==> src/hw/rtl/crwo_pkg.sv <==
// types and codes shared by the column run and window overlap block
`timescale 1ns / 1ps

package crwo_pkg;

  localparam logic MODE_LOAD   = 1'b0;
  localparam logic MODE_WINDOW = 1'b1;

  localparam logic KIND_RUN    = 1'b0;
  localparam logic KIND_WINDOW = 1'b1;

  typedef struct packed {
    logic        mode;
    logic [5:0]  column_index;
    logic [5:0]  start_row;
    logic [63:0] column_bits;
  } crwo_item_t;

  typedef struct packed {
    logic        result_kind;
    logic [5:0]  out_column;
    logic [5:0]  out_row;
    logic [6:0]  out_length;
    logic [6:0]  overlap_count;
    logic [12:0] total_set_pixels;
    logic        none_found;
    logic        last;
  } crwo_result_t;

  typedef enum logic [2:0] {
    ST_IDLE,
    ST_READ,
    ST_TOTAL,
    ST_SCAN,
    ST_EMPTY
  } crwo_state_t;

endpackage

==> src/hw/rtl/column_run_and_window_overlap.sv <==
// top level: column store, run extraction and window overlap enumeration
`timescale 1ns / 1ps

// Holds a WIDTH x WIDTH binary image as WIDTH column words in a memory that
// reads back empty after reset (per-entry valid bits, no clearing pass).
// One item is worked on at a time; while the output register is free it
// scans one row per cycle and emits at most one record. A load item reads
// the old column word, counts old and new pixels and updates the total, then
// scans from row 0 to the row that closes the last run (the bottom row for
// an empty column). A window item reads its word and scans from start_row to
// the bottom. An item with a column or start row outside the image puts out
// one empty record. A new item is taken once the previous one has put out
// its last record; the record itself may still sit in the output register.

module column_run_and_window_overlap
  import crwo_pkg::*;
#(
  parameter int WIDTH = 64
) (
  input  logic         clk,
  input  logic         rst,
  input  crwo_item_t   req,
  input  logic         req_valid,
  output logic         req_ready,
  output crwo_result_t rsp,
  output logic         rsp_valid,
  input  logic         rsp_ready
);

  localparam int RW = $clog2(WIDTH);
  localparam logic [RW-1:0] LAST_ROW = RW'(WIDTH - 1);

  // two-level adder tree over eight bytes
  function automatic logic [6:0] popcount64(input logic [63:0] v);
    logic [3:0] part [8];
    logic [6:0] sum;
    for (int i = 0; i < 8; i++) begin
      part[i] = '0;
      for (int j = 0; j < 8; j++) begin
        part[i] = part[i] + 4'(v[8*i+j]);
      end
    end
    sum = '0;
    for (int i = 0; i < 8; i++) begin
      sum = sum + 7'(part[i]);
    end
    return sum;
  endfunction

  crwo_state_t state, state_next;

  logic              mode_q;
  logic [5:0]        col_q;
  logic [RW-1:0]     start_q;
  logic [WIDTH-1:0]  new_word;
  logic [WIDTH-1:0]  word;
  logic [RW-1:0]     row;
  logic [RW-1:0]     run_start;
  logic              in_run;
  logic [6:0]        cnt;
  logic [6:0]        pop_old;
  logic [6:0]        pop_new;
  logic [12:0]       total;

  logic              rd_en;
  logic [WIDTH-1:0]  rd_data;
  logic              wr_en;

  logic              accept;
  logic              bad_item;
  logic              slot_free;
  logic              load_out;
  logic              step;
  crwo_result_t      out_rec;

  logic              bit_now;
  logic              last_row;
  logic [RW:0]       row_ext;
  logic [WIDTH-1:0]  rows_below;
  logic              rest_any;
  logic [6:0]        cnt_next;
  logic [RW-1:0]     cur_start;
  logic              emit;
  logic              rec_last;
  logic [RW-1:0]     rec_row;
  logic [6:0]        rec_len;
  logic [6:0]        rec_ovl;
  logic              scan_done;

  crwo_colmem #(
    .WIDTH(WIDTH)
  ) u_colmem (
    .clk     (clk),
    .rst     (rst),
    .rd_en   (rd_en),
    .rd_addr (req.column_index[RW-1:0]),
    .rd_data (rd_data),
    .wr_en   (wr_en),
    .wr_addr (col_q[RW-1:0]),
    .wr_data (new_word)
  );

  assign slot_free = !rsp_valid || rsp_ready;
  assign bad_item  = (7'(req.column_index) >= 7'(WIDTH)) ||
                     ((req.mode == MODE_WINDOW) && (7'(req.start_row) >= 7'(WIDTH)));

  // scan of one row
  always_comb begin
    bit_now    = word[row];
    last_row   = (row == LAST_ROW);
    row_ext    = {1'b0, row};
    rows_below = {WIDTH{1'b1}} << (row_ext + 1'b1);
    rest_any   = |(word & rows_below);
    cnt_next   = cnt + 7'(bit_now);
    cur_start  = in_run ? run_start : row;
    if (mode_q == MODE_LOAD) begin
      // a run closes on a clear pixel or at the bottom row
      emit     = (in_run && !bit_now) || (bit_now && last_row);
      rec_row  = cur_start;
      rec_len  = bit_now ? (7'(row) + 7'd1 - 7'(cur_start)) : (7'(row) - 7'(cur_start));
      rec_ovl  = '0;
      rec_last = bit_now || !rest_any;
    end else begin
      // counts only grow, so every window after the first hit is emitted
      emit     = (cnt_next != '0);
      rec_row  = start_q;
      rec_len  = 7'(row) - 7'(start_q) + 7'd1;
      rec_ovl  = cnt_next;
      rec_last = last_row;
    end
    scan_done = last_row || (emit && rec_last);
  end

  always_comb begin
    out_rec.result_kind      = mode_q;
    out_rec.out_column       = col_q;
    out_rec.out_row          = '0;
    out_rec.out_length       = '0;
    out_rec.overlap_count    = '0;
    out_rec.total_set_pixels = total;
    out_rec.none_found       = 1'b1;
    out_rec.last             = 1'b1;
    if (state == ST_SCAN && emit) begin
      out_rec.out_row       = 6'(rec_row);
      out_rec.out_length    = rec_len;
      out_rec.overlap_count = rec_ovl;
      out_rec.none_found    = 1'b0;
      out_rec.last          = rec_last;
    end
  end

  always_ff @(posedge clk) begin
    if (rst) begin
      state <= ST_IDLE;
    end else begin
      state <= state_next;
    end
  end

  always_comb begin
    state_next = state;
    req_ready  = 1'b0;
    accept     = 1'b0;
    rd_en      = 1'b0;
    wr_en      = 1'b0;
    load_out   = 1'b0;
    step       = 1'b0;
    unique case (state)
      ST_IDLE: begin
        req_ready = 1'b1;
        if (req_valid) begin
          accept = 1'b1;
          if (bad_item) begin
            state_next = ST_EMPTY;
          end else begin
            rd_en      = 1'b1;
            state_next = ST_READ;
          end
        end
      end
      ST_READ: begin
        if (mode_q == MODE_LOAD) begin
          wr_en      = 1'b1;
          state_next = ST_TOTAL;
        end else begin
          state_next = ST_SCAN;
        end
      end
      ST_TOTAL: begin
        state_next = ST_SCAN;
      end
      ST_SCAN: begin
        if (slot_free) begin
          step     = 1'b1;
          load_out = emit || last_row;
          if (scan_done) begin
            state_next = ST_IDLE;
          end
        end
      end
      ST_EMPTY: begin
        if (slot_free) begin
          load_out   = 1'b1;
          state_next = ST_IDLE;
        end
      end
      default: begin
        state_next = ST_IDLE;
      end
    endcase
  end

  always_ff @(posedge clk) begin
    if (rst) begin
      total <= '0;
    end else if (state == ST_TOTAL) begin
      total <= total - 13'(pop_old) + 13'(pop_new);
    end
  end

  always_ff @(posedge clk) begin
    if (accept) begin
      mode_q   <= req.mode;
      col_q    <= req.column_index;
      start_q  <= req.start_row[RW-1:0];
      new_word <= req.column_bits[WIDTH-1:0];
    end
    if (state == ST_READ) begin
      word    <= (mode_q == MODE_LOAD) ? new_word : rd_data;
      pop_old <= popcount64(64'(rd_data));
      pop_new <= popcount64(64'(new_word));
      row     <= (mode_q == MODE_LOAD) ? '0 : start_q;
      in_run  <= 1'b0;
      cnt     <= '0;
    end else if (step) begin
      row    <= row + 1'b1;
      in_run <= bit_now;
      cnt    <= cnt_next;
      if (bit_now && !in_run) begin
        run_start <= row;
      end
    end
  end

  always_ff @(posedge clk) begin
    if (rst) begin
      rsp_valid <= 1'b0;
    end else if (load_out) begin
      rsp_valid <= 1'b1;
    end else if (rsp_ready) begin
      rsp_valid <= 1'b0;
    end
  end

  always_ff @(posedge clk) begin
    if (load_out) begin
      rsp <= out_rec;
    end
  end

endmodule

==> src/hw/rtl/crwo_colmem.sv <==
// column word memory with per-entry valid bits and a registered read
`timescale 1ns / 1ps

module crwo_colmem #(
  parameter int WIDTH = 64
) (
  input  logic                     clk,
  input  logic                     rst,
  input  logic                     rd_en,
  input  logic [$clog2(WIDTH)-1:0] rd_addr,
  output logic [WIDTH-1:0]         rd_data,
  input  logic                     wr_en,
  input  logic [$clog2(WIDTH)-1:0] wr_addr,
  input  logic [WIDTH-1:0]         wr_data
);

  logic [WIDTH-1:0] mem [WIDTH];
  logic [WIDTH-1:0] valid;

  always_ff @(posedge clk) begin
    if (rst) begin
      valid <= '0;
    end else if (wr_en) begin
      valid[wr_addr] <= 1'b1;
    end
  end

  // an entry never written reads as an empty column
  always_ff @(posedge clk) begin
    if (wr_en) begin
      mem[wr_addr] <= wr_data;
    end
    if (rd_en) begin
      rd_data <= valid[rd_addr] ? mem[rd_addr] : '0;
    end
  end

endmodule

==> config.mk <==
export PLATFORM = sky130hd
export DESIGN_NAME = column_run_and_window_overlap
export DESIGN_NICKNAME = d
export VERILOG_FILES = /design/src/hw/rtl/crwo_pkg.sv /design/src/hw/rtl/column_run_and_window_overlap.sv /design/src/hw/rtl/crwo_colmem.sv
export SDC_FILE = /design/constraint.sdc
export NUM_CORES = 2
export LEC_CHECK = 0
export ABC_AREA = 1
export BUFFER_PORTS_ARGS = -buffer_cell sky130_fd_sc_hd__buf_4
export CORE_ASPECT_RATIO = 1.75
export CORE_MARGIN = 3
export CORE_UTILIZATION = 45
export DETAILED_ROUTE_END_ITERATION = 12
export SETUP_SLACK_MARGIN = 0.2
export SYNTH_ARGS = -nofsm -noshare
export SYNTH_HDL_FRONTEND = slang
export SYNTH_SLANG_ARGS = --single-unit
==> constraint.sdc <==
create_clock -name clk -period 6.75 [get_ports clk]
set_input_delay 0 -clock clk [delete_from_list [all_inputs] [get_ports clk]]
set_output_delay 0 -clock clk [all_outputs]
set_load 0.01 [all_outputs]
==> results_dict.tcl <==
set metrics [dict create \
    fin_crit_sh 0.920 \
    start_kind "flip-flop" \
    dr.pass1.iters 7 \
    syn_inst 13878 \
    io_buffer_count 124 \
    cpMaxStageDelayCell "fa_1" \
    power_density_nw_per_um2 399 \
    ys_seq_elements 4457 \
    synthFlopType "edfxtp_1" \
    fin_area_um2 201000 \
    drv_slew 0 \
    synth_top_area_cell "edfxtp_1" \
    syn_area_um2 179000 \
    num_vias 122352 \
    final_util 0.510 \
    leakagePower_nw 65.4 \
    synth_edf_count 4369 \
    seqCellArea_um2 133000 \
    setup_tns_ns 0 \
    post-route-min-period_ns 6.21 \
    cts_made_buffers 393 \
    gr-usage-met3 0.0486 \
    cp-end-kind "flip-flop" \
    final-hold-violation-count 0 \
    htreeDepth 5 \
    dieArea_um2 406000 \
    dieHeight_um 840 \
    overflow 0 \
    layout.cells.non_filler 19521 \
    drc 0 \
    final_antenna_net_count 0 \
    max_clock_freq_mhz 161 \
    grt_util_met1 0.378 \
    die_x_um 483 \
    relSlewSlack 0.103 \
    syn_avg_cell_area_um2 12.9 \
    clock-sinks 4457 \
    fin_skew_ns 0.0845 \
    drtIter0Drc 16203 \
    max-cap-violations 0 \
    ys_types 45 \
    place_area_um2 187000 \
    worstPathCellList "fa_1 -> inv_1 -> fa_1 -> inv_1 -> fa_1 -> inv_1 -> fa_1 -> inv_1 -> fa_1 -> inv_1 -> fa_1 -> fa_1 -> fa_1 -> inv_1 -> ha_1 -> fa_1 -> a21oi_1 -> nor2_1 -> nor2_1 -> o21ai_0 -> a21o_1" \
    yosysTopAreaCellShare 0.733 \
    final-setup-viol-count 0 \
    whs_ns 0.0207 \
    core_area_um2 395000 \
    routedWlPerCell_um 32.8 \
    status "finished, final reports clean" \
    drt-vias-per-instance 6.27 \
    syn_nets 14146 \
    drive_gt1_frac 0.0833 \
    ys_top_cells_by_area "edfxtp_1 73%, o21ai_0 7.2%, nor2_1 6.5%, o22ai_1 4.5%, clkbuf_1 1.4%" \
    ios 125 \
    crit_family "adder cells" \
    clk_pin_slew_ns 0.07 \
    yosys_warnings 0 \
    dp.cells 18638 \
    min_path_type "primary input to flip-flop" \
    rsz0062_at_grt "no" \
    arrival_ns 6.95 \
    grt_pass1_wl_mm 882 \
    ctsResizeCount 0 \
    async_flop_share 0 \
    clk_latency_ns 1.02 \
    crit_top_cell "fa_1" \
    dp_hpwl_mm 366 \
    top_usage_layer "met2" \
    initial_core_util 0.453 \
    gp_congestion 0.941 \
    antenna_found_initial 59 \
    cpPeakStageDelay_ns 0.55 \
    fp-row-count 305 \
    clk_path_buf_depth 4 \
    grt_usage 0.308 \
    grt_pass1_vias 114738 \
    tritoncts "done" \
    areaGrowthSynthToFinish_pct 12.4 \
    seq_area_frac_synth 0.743 \
    multi_input_area_um2 40900 \
    final_nets 14233 \
    critPathMaxFanout 2 \
    tightest_slew_ns 1.34 \
    wirelength_mm 640 \
    use_met2 0.516 \
    clock-root-buffer "clkbuf_16" \
    path_class "flip-flop to flip-flop" \
    critPathBufInv 6 \
    peakVddDrop_v 0.00154 \
    grt_max_degree 238 \
    fillers 33586 \
    crit_required_ns 7.49 \
]
==> flip-flops by register name (all words and copies together), names as in the netlist, 7 cells and up <==
register and flops:
u_colmem.mem 4096, new_word 64, u_colmem.rd_data 64, u_colmem.valid 64, word 64, rsp 42, total 13, cnt 7
pop_new 7, pop_old 7
==> power by group <==
group          total [mW]  internal, mW  switching [mW]
combinational        23.7          8.65            15.0
clock                22.8          12.5            10.3
sequential           33.8          33.3           0.559
==> cells in the mapped netlist, types with 34 or more instances <==
cell / count
edfxtp_1: 4369
nor2_1: 3078
o21ai_0: 2559
o22ai_1: 1294
clkbuf_1: 687
nand2_1: 403
inv_1: 386
o21ai_1: 208
buf_2: 202
fa_1: 117
nand3_1: 114
dfxtp_1: 88
o32ai_1: 72
ha_1: 70
a21oi_1: 49
buf_4: 34
==> worst paths after layout <==
kind,start,endpoint,slack [ns],cells past startpoint
worst max-delay path,u_colmem.rd_data[53]$_SDFFCE_PN0P_,pop_old[6]$_DFFE_PP_,0.54,21
worst min-delay path,req[33],new_word[33]$_DFFE_PP_,0.02,2
worst max register to register,u_colmem.rd_data[53]$_SDFFCE_PN0P_,pop_old[6]$_DFFE_PP_,0.54,21
worst min register to register,u_colmem.valid[46]$_SDFFE_PP0P_,u_colmem.valid[46]$_SDFFE_PP0P_,0.46,2
==> logic make-up after synthesis <==
group | synth area share
buffers and inverters | 0.0314
xor gates and xnor gates | 0.00147
AOI/OAI and AO/OA | 0.129
adders and majority gates | 0.0180
DFF | 0.743
and+or+nand+nor | 0.0775
==> per-stage QoR <==
step	setup slack [ns]	power, mW
detailed placement	0.533	58.0
global route	0.277	84.1
floorplan	0.200	52.0
global placement	0.522	57.9
finish	0.542	80.3
CTS	0.523	80.5
==> per-layer routing <==
metal / vias to the layer above / share of wire
met5: - / 0.00037
met4: 34 / 0.069
met3: 1709 / 0.089
met2: 6950 / 0.49
met1: 62397 / 0.35
li1: 51262 / -
==> layout make-up <==
type                       instances  area share
sequential                      4457       0.661
multi-input combinational       8059       0.203
clock buffer                     481      0.0518
tap                             5219      0.0324
timing repair buffer             660      0.0322
clock inverter                   229      0.0117
inverter                         394     0.00772
antenna                           22    0.000274
==> repair_timing <==
item,CTS,global route
hold buffers,151,0
hold endpoints to repair,171,0
buffers inserted,0,0
==> cells in the final DEF (no fill, tap or decap), types with 7 or more instances in the layout <==
master	count
buf_4	415
diode_2	22
bufinv_16	39
o21ai_1	208
xor2_1	23
edfxtp_1	4369
nor2_4	64
ha_1	69
clkbuf_1	71
o32ai_1	72
clkinv_4	7
clkinvlp_4	24
nor2_1	3014
o22ai_1	1294
o21a_1	11
inv_2	16
a21oi_1	49
clkbuf_16	402
nand4_1	9
dlygate4sd3_1	151
inv_6	7
o21ai_0	2559
fa_1	116
inv_1	368
dfxtp_1	88
clkinv_2	72
clkinv_1	70
nor3_1	9
buf_12	88
xnor2_1	7
nand2_1	403
nand3_1	114
Power figures use the tool's default switching activity.
